<file path="src/rtl/pkm_pkg.sv">
// shared types, keyword table and helpers for the priority keyword matcher
package pkm_pkg;

	// table geometry of the keyword rom
	localparam int TABLE_SLOTS = 64;
	localparam int TEXT_SLOTS  = 16;
	localparam int TEXT_BITS   = TEXT_SLOTS * 8;

	// category reported when no keyword occurred
	localparam logic [3:0] CATEGORY_NONE = 4'd15;

	// input transaction
	typedef struct packed {
		logic [7:0] screen_code;
		logic       char_present;
		logic       last_char;
	} pkm_in_t;

	// output transaction
	typedef struct packed {
		logic [3:0] category;
		logic       any_match;
	} pkm_out_t;

	// keyword text, right-justified ascii: byte 0 holds the final letter
	localparam logic [TEXT_BITS-1:0] KW_TEXT [TABLE_SLOTS] = '{
		0:  TEXT_BITS'("HEALTH"),    1:  TEXT_BITS'("PEACE"),
		2:  TEXT_BITS'("QUIET"),     3:  TEXT_BITS'("HARMONY"),
		4:  TEXT_BITS'("FREEDOM"),   5:  TEXT_BITS'("FREE"),
		6:  TEXT_BITS'("CONNECT"),   7:  TEXT_BITS'("LEARN"),
		8:  TEXT_BITS'("KNOWLEDGE"), 9:  TEXT_BITS'("EDUCATION"),
		10: TEXT_BITS'("CREATE"),    11: TEXT_BITS'("ART"),
		12: TEXT_BITS'("MUSIC"),     13: TEXT_BITS'("WRITE"),
		14: TEXT_BITS'("EQUAL"),     15: TEXT_BITS'("FAIR"),
		16: TEXT_BITS'("SAFE"),      17: TEXT_BITS'("SECURITY"),
		18: TEXT_BITS'("PROTECT"),   19: TEXT_BITS'("TRUTH"),
		20: TEXT_BITS'("HONEST"),    21: TEXT_BITS'("TRUST"),
		22: TEXT_BITS'("HUMAN"),     23: TEXT_BITS'("PEOPLE"),
		24: TEXT_BITS'("BETTER"),    25: TEXT_BITS'("IMPROVE"),
		26: TEXT_BITS'("PROGRESS"),  27: TEXT_BITS'("FUTURE"),
		28: TEXT_BITS'("HOPE"),      29: TEXT_BITS'("TOMORROW"),
		30: TEXT_BITS'("WORK"),      31: TEXT_BITS'("JOB"),
		32: TEXT_BITS'("EARN"),      33: TEXT_BITS'("LOVE"),
		34: TEXT_BITS'("FAMILY"),    35: TEXT_BITS'("TOGETHER"),
		36: TEXT_BITS'("THINK"),     37: TEXT_BITS'("MIND"),
		38: TEXT_BITS'("IDEA"),
		default: '0
	};

	// category of each keyword; empty slots never match
	localparam logic [3:0] KW_CAT [TABLE_SLOTS] = '{
		0: 4'd0,   1: 4'd1,   2: 4'd1,   3: 4'd1,   4: 4'd2,   5: 4'd2,
		6: 4'd3,   7: 4'd4,   8: 4'd4,   9: 4'd4,   10: 4'd5,  11: 4'd5,
		12: 4'd5,  13: 4'd5,  14: 4'd6,  15: 4'd6,  16: 4'd7,  17: 4'd7,
		18: 4'd7,  19: 4'd8,  20: 4'd8,  21: 4'd8,  22: 4'd9,  23: 4'd9,
		24: 4'd10, 25: 4'd10, 26: 4'd10, 27: 4'd11, 28: 4'd11, 29: 4'd11,
		30: 4'd12, 31: 4'd12, 32: 4'd12, 33: 4'd13, 34: 4'd13, 35: 4'd13,
		36: 4'd14, 37: 4'd14, 38: 4'd14,
		default: 4'd0
	};

	// number of letters in a keyword slot
	function automatic logic [4:0] kw_len(input int slot);
		logic [4:0] n;
		n = '0;
		for (int i = 0; i < TEXT_SLOTS; i++) begin
			if (KW_TEXT[slot][8*i +: 8] != 8'd0) begin
				n = 5'(i + 1);
			end
		end
		return n;
	endfunction

	// ascii letter to screen code, anything else to zero
	function automatic logic [7:0] letter_code(input logic [7:0] ascii);
		logic [7:0] code;
		code = 8'd0;
		if (ascii >= 8'h41 && ascii <= 8'h5A) begin
			code = ascii - 8'h40;
		end
		return code;
	endfunction

endpackage

</file>
<file path="src/rtl/priority_keyword_matcher.sv">
// top level: input register, window and found state, result register
//
//  channel | direction | payload            | handshake
//  in      | into      | pkm_in_t  in_data  | in_valid / in_ready
//  out     | out of    | pkm_out_t out_data | out_valid / out_ready
//
// one input transaction per cycle unless a last item waits on a stalled result;
// a result follows its last item through the input register, then the result register
// the compare of all keywords and the priority pick sit between those two registers
// reset clears the window, the found bits and both valid flags at once
// a waiting result stalls only a last item held in the input register

module priority_keyword_matcher
	import pkm_pkg::*;
#(
	parameter int KEYWORD_COUNT   = 39,
	parameter int MAX_KEYWORD_LEN = 9
) (
	input  logic     clk,
	input  logic     arst_n,
	input  logic     in_valid,
	output logic     in_ready,
	input  pkm_in_t  in_data,
	output logic     out_valid,
	input  logic     out_ready,
	output pkm_out_t out_data
);

	logic                     valid_s1;
	pkm_in_t                  item_s1;
	logic                     out_free;
	logic                     advance;
	logic [7:0]               hist [MAX_KEYWORD_LEN];
	logic [KEYWORD_COUNT-1:0] hits;
	logic [KEYWORD_COUNT-1:0] found_q;
	logic [KEYWORD_COUNT-1:0] found_now;
	pkm_out_t                 result;

	// flow control
	assign out_free = !out_valid || out_ready;
	assign advance  = valid_s1 && (!item_s1.last_char || out_free);
	assign in_ready = !valid_s1 || advance;

	// input register
	always_ff @(posedge clk or negedge arst_n) begin
		if (!arst_n) begin
			valid_s1 <= 1'b0;
		end else if (in_ready) begin
			valid_s1 <= in_valid;
		end
	end

	always_ff @(posedge clk) begin
		if (in_ready && in_valid) begin
			item_s1 <= in_data;
		end
	end

	// window of recent characters plus the current one
	assign hist[0] = item_s1.screen_code;

	if (MAX_KEYWORD_LEN > 1) begin : g_win
		localparam int DEPTH = MAX_KEYWORD_LEN - 1;
		logic [7:0] recent_q [DEPTH];

		for (genvar k = 1; k < MAX_KEYWORD_LEN; k++) begin : g_tap
			assign hist[k] = recent_q[k-1];
		end

		// shift on a present character, clear at end of string
		always_ff @(posedge clk or negedge arst_n) begin
			if (!arst_n) begin
				for (int k = 0; k < DEPTH; k++) begin
					recent_q[k] <= 8'd0;
				end
			end else if (advance) begin
				if (item_s1.last_char) begin
					for (int k = 0; k < DEPTH; k++) begin
						recent_q[k] <= 8'd0;
					end
				end else if (item_s1.char_present) begin
					for (int k = 0; k < DEPTH; k++) begin
						recent_q[k] <= hist[k];
					end
				end
			end
		end
	end

	pkm_match #(
		.KEYWORD_COUNT  (KEYWORD_COUNT),
		.MAX_KEYWORD_LEN(MAX_KEYWORD_LEN)
	) u_match (
		.hist(hist),
		.hits(hits)
	);

	// found bits including this character's hits
	assign found_now = found_q | (item_s1.char_present ? hits : '0);

	always_ff @(posedge clk or negedge arst_n) begin
		if (!arst_n) begin
			found_q <= '0;
		end else if (advance) begin
			found_q <= item_s1.last_char ? '0 : found_now;
		end
	end

	pkm_prio #(
		.KEYWORD_COUNT(KEYWORD_COUNT)
	) u_prio (
		.found (found_now),
		.result(result)
	);

	// result register
	always_ff @(posedge clk or negedge arst_n) begin
		if (!arst_n) begin
			out_valid <= 1'b0;
		end else if (advance && item_s1.last_char) begin
			out_valid <= 1'b1;
		end else if (out_ready) begin
			out_valid <= 1'b0;
		end
	end

	always_ff @(posedge clk) begin
		if (advance && item_s1.last_char) begin
			out_data <= result;
		end
	end

endmodule

</file>
<file path="src/rtl/pkm_match.sv">
// parallel compare of the character window against every keyword
module pkm_match
	import pkm_pkg::*;
#(
	parameter int KEYWORD_COUNT   = 39,
	parameter int MAX_KEYWORD_LEN = 9
) (
	input  logic [7:0]               hist [MAX_KEYWORD_LEN],
	output logic [KEYWORD_COUNT-1:0] hits
);

	// one comparator per keyword slot, each ending at the current character
	for (genvar t = 0; t < KEYWORD_COUNT; t++) begin : g_kw
		localparam int LEN = int'(kw_len(t));
		if (LEN >= 1 && LEN <= MAX_KEYWORD_LEN) begin : g_live
			logic [LEN-1:0] eq;
			for (genvar i = 0; i < LEN; i++) begin : g_chr
				assign eq[i] = (hist[i] == letter_code(KW_TEXT[t][8*i +: 8]));
			end
			assign hits[t] = &eq;
		end else begin : g_dead
			// empty slot or keyword longer than the window
			assign hits[t] = 1'b0;
		end
	end

endmodule

</file>
<file path="src/rtl/pkm_prio.sv">
// lowest-numbered found keyword to category
module pkm_prio
	import pkm_pkg::*;
#(
	parameter int KEYWORD_COUNT = 39
) (
	input  logic [KEYWORD_COUNT-1:0] found,
	output pkm_out_t                 result
);

	// scan from the top so the lowest set bit wins
	always_comb begin
		result.category  = CATEGORY_NONE;
		result.any_match = |found;
		for (int t = KEYWORD_COUNT - 1; t >= 0; t--) begin
			if (found[t]) begin
				result.category = KW_CAT[t];
			end
		end
	end

endmodule

</file>
<file path="config.mk">
export PLATFORM = sky130hd
export DESIGN_NAME = priority_keyword_matcher
export DESIGN_NICKNAME = d
export VERILOG_FILES = /design/src/rtl/pkm_pkg.sv /design/src/rtl/priority_keyword_matcher.sv /design/src/rtl/pkm_match.sv /design/src/rtl/pkm_prio.sv
export SDC_FILE = /design/constraint.sdc
export NUM_CORES = 1
export LEC_CHECK = 0
export ABC_AREA = 1
export BUFFER_PORTS_ARGS = -buffer_cell sky130_fd_sc_hd__buf_2
export CORE_MARGIN = 5
export CORE_UTILIZATION = 66
export DETAILED_ROUTE_END_ITERATION = 12
export GPL_TIMING_DRIVEN = 0
export HOLD_SLACK_MARGIN = 0.1
export PLACE_DENSITY = 0.88
export SLEW_MARGIN = 20
export SYNTH_ARGS = -nofsm -noshare
export SYNTH_HDL_FRONTEND = slang
export SYNTH_HIERARCHICAL = 1
export SYNTH_SLANG_ARGS = --single-unit
export TNS_END_PERCENT = 100
</file>
<file path="constraint.sdc">
create_clock -name clk -period 5.3 [get_ports clk]
set_input_delay 0.795 -clock clk [delete_from_list [all_inputs] [get_ports clk]]
set_output_delay 0.795 -clock clk [all_outputs]
set_load 0.005 [all_outputs]
</file>
==> out/results.ini <==
[routing]
wl_per_cell_um = 19.8
vias = 7858
drc = 0
wl_mm = 25.2
drt-pass1-iter-count = 7
via_per_inst = 6.16
drt-initial-drc-count = 1259
ant_nets = 0

[placed_design]
numPortBuffers = 20
gp_congestion = 1.07
place_hpwl_mm = 18.6

[sta]
tns_ns = 0
finalHoldViolations = 0
slew_headroom_pct = 57.7
fmax_mhz = 326
tightest_slew_ns = 0.630
rsz0062_at_grt = false
setup-violations-final = 0
fin_crit_sh_pct = 57.9
finalHoldWorstSlack_ns = 0.297
clock_skew_ns = 0.00883
final.min_clock_period_ns = 3.07
final_max_slew_viol_count = 0

[floorplan]
die_x_um = 117
ios = 21
row_count = 39
core_area_mm2 = 0.0113
dieHeight_um = 117
start_util_pct = 66.7
dieArea_mm2 = 0.0136

[job]
drv_cap = 0

[setup_path]
path_cells = inv_2, nand2_1, nor3_2, inv_1, nor2_1, a21o_1, nor2_1, nand2_1, nand2_1, nand2_1, nand2_1, nand2_1, nand2_1, nand2_1, nand2_1, nand2_1, nand2_1, nand2_1, nand2_1, nand2_1, a21oi_2
crit_top_cell = nand2_1
cp.arrival_ns = 3.24
startpoint_type = flip-flop
crit_required_ns = 5.47
startpoint = g_win.recent_q[57]$_DFFE_PN0P_
critical_path_class = reg2reg
critPathMaxFanout = 8
end_kind = flip-flop
rr_startpoint = g_win.recent_q[57]$_DFFE_PN0P_
cp_slowest_cell = dfrtp_1
cpPeakStageDelay_ns = 0.53

[clock_tree]
cts_buffers = 17
clk_pin_slew_ns = 0.06
post_cts_buffers = 0
cts_resized = 0
cts_hold_buf = 0
cts_max_path_buffers = 2
cts_tree = built
worstSkewPairLatency_ns = 0.43
cts_max_level = 4
cts_root_buf = clkbuf_16
cts_sinks = 120

[yosys]
yosys.area_share.simple_pct = 46.1
synth_area_leader_cell = dfrtp_1
synth.avg_cell_area_um2 = 6.97
synth_most_common_cell = nand2_1
syn-cell-area_mm2 = 0.00752
synth_xor_area_share_pct = 0
synth_fp_nets = 1094
yosysWarnings = 6
synth_area_leaders = dfrtp_1 (35%), nand2_1 (19%), nor2_1 (8.4%), nand4_1 (6.2%), edfxtp_1 (6.0%)
synthFlopType = dfrtp_1
ys_seq_area_share_pct = 40.9
yosys-top-cells-count = nand2_1 (376), nor2_1 (169), dfrtp_1 (105)
synth-edff-count = 15
yosysTopAreaCellShare_pct = 34.9
async_flop_share_pct = 87.5
yosys.cell_types.count = 31
synth-adder-area-share_pct = 0
ys_ff_latch = 120
synth-compound-area-share_pct = 4.16
synthesis.instances = 1080
synth_top_family_by_area = simple AND/OR/NAND/NOR gates
synth.area.mux_share_pct = 0

[global_routing]
grt_max_degree = 58
track_usage_pct = 39.2
overflow = 0
grt_pass1_vias = 7282
grt_pass1_wl_mm = 39.6
antenna_found_initial = 0

[power_and_ir_drop]
seqPwrFrac_pct = 43.1
clkPwrFrac_pct = 45.6
netSwitchingFraction_pct = 29.8
leakagePower_uw = 0.00438
p_switching_uw = 690
vdd_drop_max_mv = 0.416
pwr-share-comb_pct = 11.2
power_density_mw_per_mm2 = 277
internal-power_uw = 1620

[finish]
diodes = 0
fill_cells = 831
seq_area_mm2 = 0.00308
layout.nets = 1134
area_growth_pct = 11.2
drive_above_1_share_pct = 13.5
multi_input_area_mm2 = 0.00378

[hold_path]
min_path_type = in2async

[run_status]
status = finished clean

==> final timing paths <==
check | slack [ns] | endpoint | cells after the start
min in group clk | 0.48 | found_q[18]$_DFFE_PN0P_ | 2
hold reg to reg | 0.48 | found_q[18]$_DFFE_PN0P_ | 2
max in group asynchronous | 4.35 | found_q[11]$_DFFE_PN0P_ | 2
hold / removal | 0.30 | g_win.recent_q[14]$_DFFE_PN0P_ | 1
setup / recovery | 2.23 | out_data[1]$_DFFE_PP_ | 21
setup reg to reg | 2.23 | out_data[1]$_DFFE_PP_ | 21
==> power groups by stage <==
stage | Clock [µW] | Sequential [µW] | Combinational (µW)
4_1_cts | 1060 | 995 | 251
3_3_place_gp | 0 | 1010 | 239
6_report | 1060 | 998 | 260
5_1_grt | 1110 | 999 | 281
2_1_floorplan | 0 | 997 | 168
3_5_place_dp | 0 | 1010 | 248
==> per-layer routing <==
| layer | vias up | share of wire (%) | global-route usage, % |
|---|---|---|---|
| met5 | - | 0 | 0 |
| met4 | 0 | 3.7 | 14.5 |
| met3 | 85 | 12 | 10.7 |
| met2 | 547 | 45 | 60.5 |
| met1 | 3677 | 40 | 53.1 |
| li1 | 3549 | - | - |
==> state kept, by name (all words and copies together), names as in the netlist <==
| signal | cells |
|---|---|
| out_valid | 1 |
| hist | 8 |
| out_data | 5 |
| found_q | 39 |
| valid_s1 | 1 |
| item_s1 | 2 |
| g_win.recent_q | 64 |
==> worst max-delay path: cells and delay by family (launching register included) <==
kind            cells  cell delay (ns)
simple gates       17             1.76
flops               1             0.53
buf+inv             2             0.29
compound gates      2             0.23
==> logic make-up after synthesis <==
kind of cell	after synthesis
flops	120
simple gates	772
compound gates	42
buf+inv	146
==> placed cells by master (no fill, tap or decap), drive strengths merged <==
cell	count
and2	3
buf	63
nand3	81
nor3b	1
a31oi	1
nor2	193
nand4	74
clkbuf	23
inv	103
clkinv	8
nand2	386
dfrtp	105
nand3b	2
nor4	2
a21oi	2
a21o	39
nor3	29
edfxtp	15
and3	1
clkinvlp	2
==> per-stage QoR <==
| stage | cell area [µm²] | util [%] | setup WS [ns] | instances | power, µW |
|---|---|---|---|---|---|
| 4_1_cts | 8370 | 74.2 | 2.42 | 1276 | 2300 |
| 3_5_place_dp | 7840 | 69.5 | 2.50 | 1244 | 1260 |
| 3_3_place_gp | 7800 | 69.2 | 2.36 | 1243 | 1250 |
| 6_report | 8370 | 74.2 | 2.23 | 1276 | 2310 |
| 5_1_grt | 8370 | 74.2 | 2.03 | 1276 | 2390 |
| 2_1_floorplan | 7520 | - | 3.17 | 1080 | 1170 |
==> final cells by class <==
type | instances | share of cell area (%)
multi-input combinational | 814 | 45.2
sequential | 120 | 36.8
clock buffer | 19 | 5.17
clock inverter | 13 | 1.17
timing repair buffer | 21 | 1.60
inverter | 100 | 4.49
buffer | 46 | 3.45
tap | 143 | 2.14
Power figures use the tool's default switching activity.
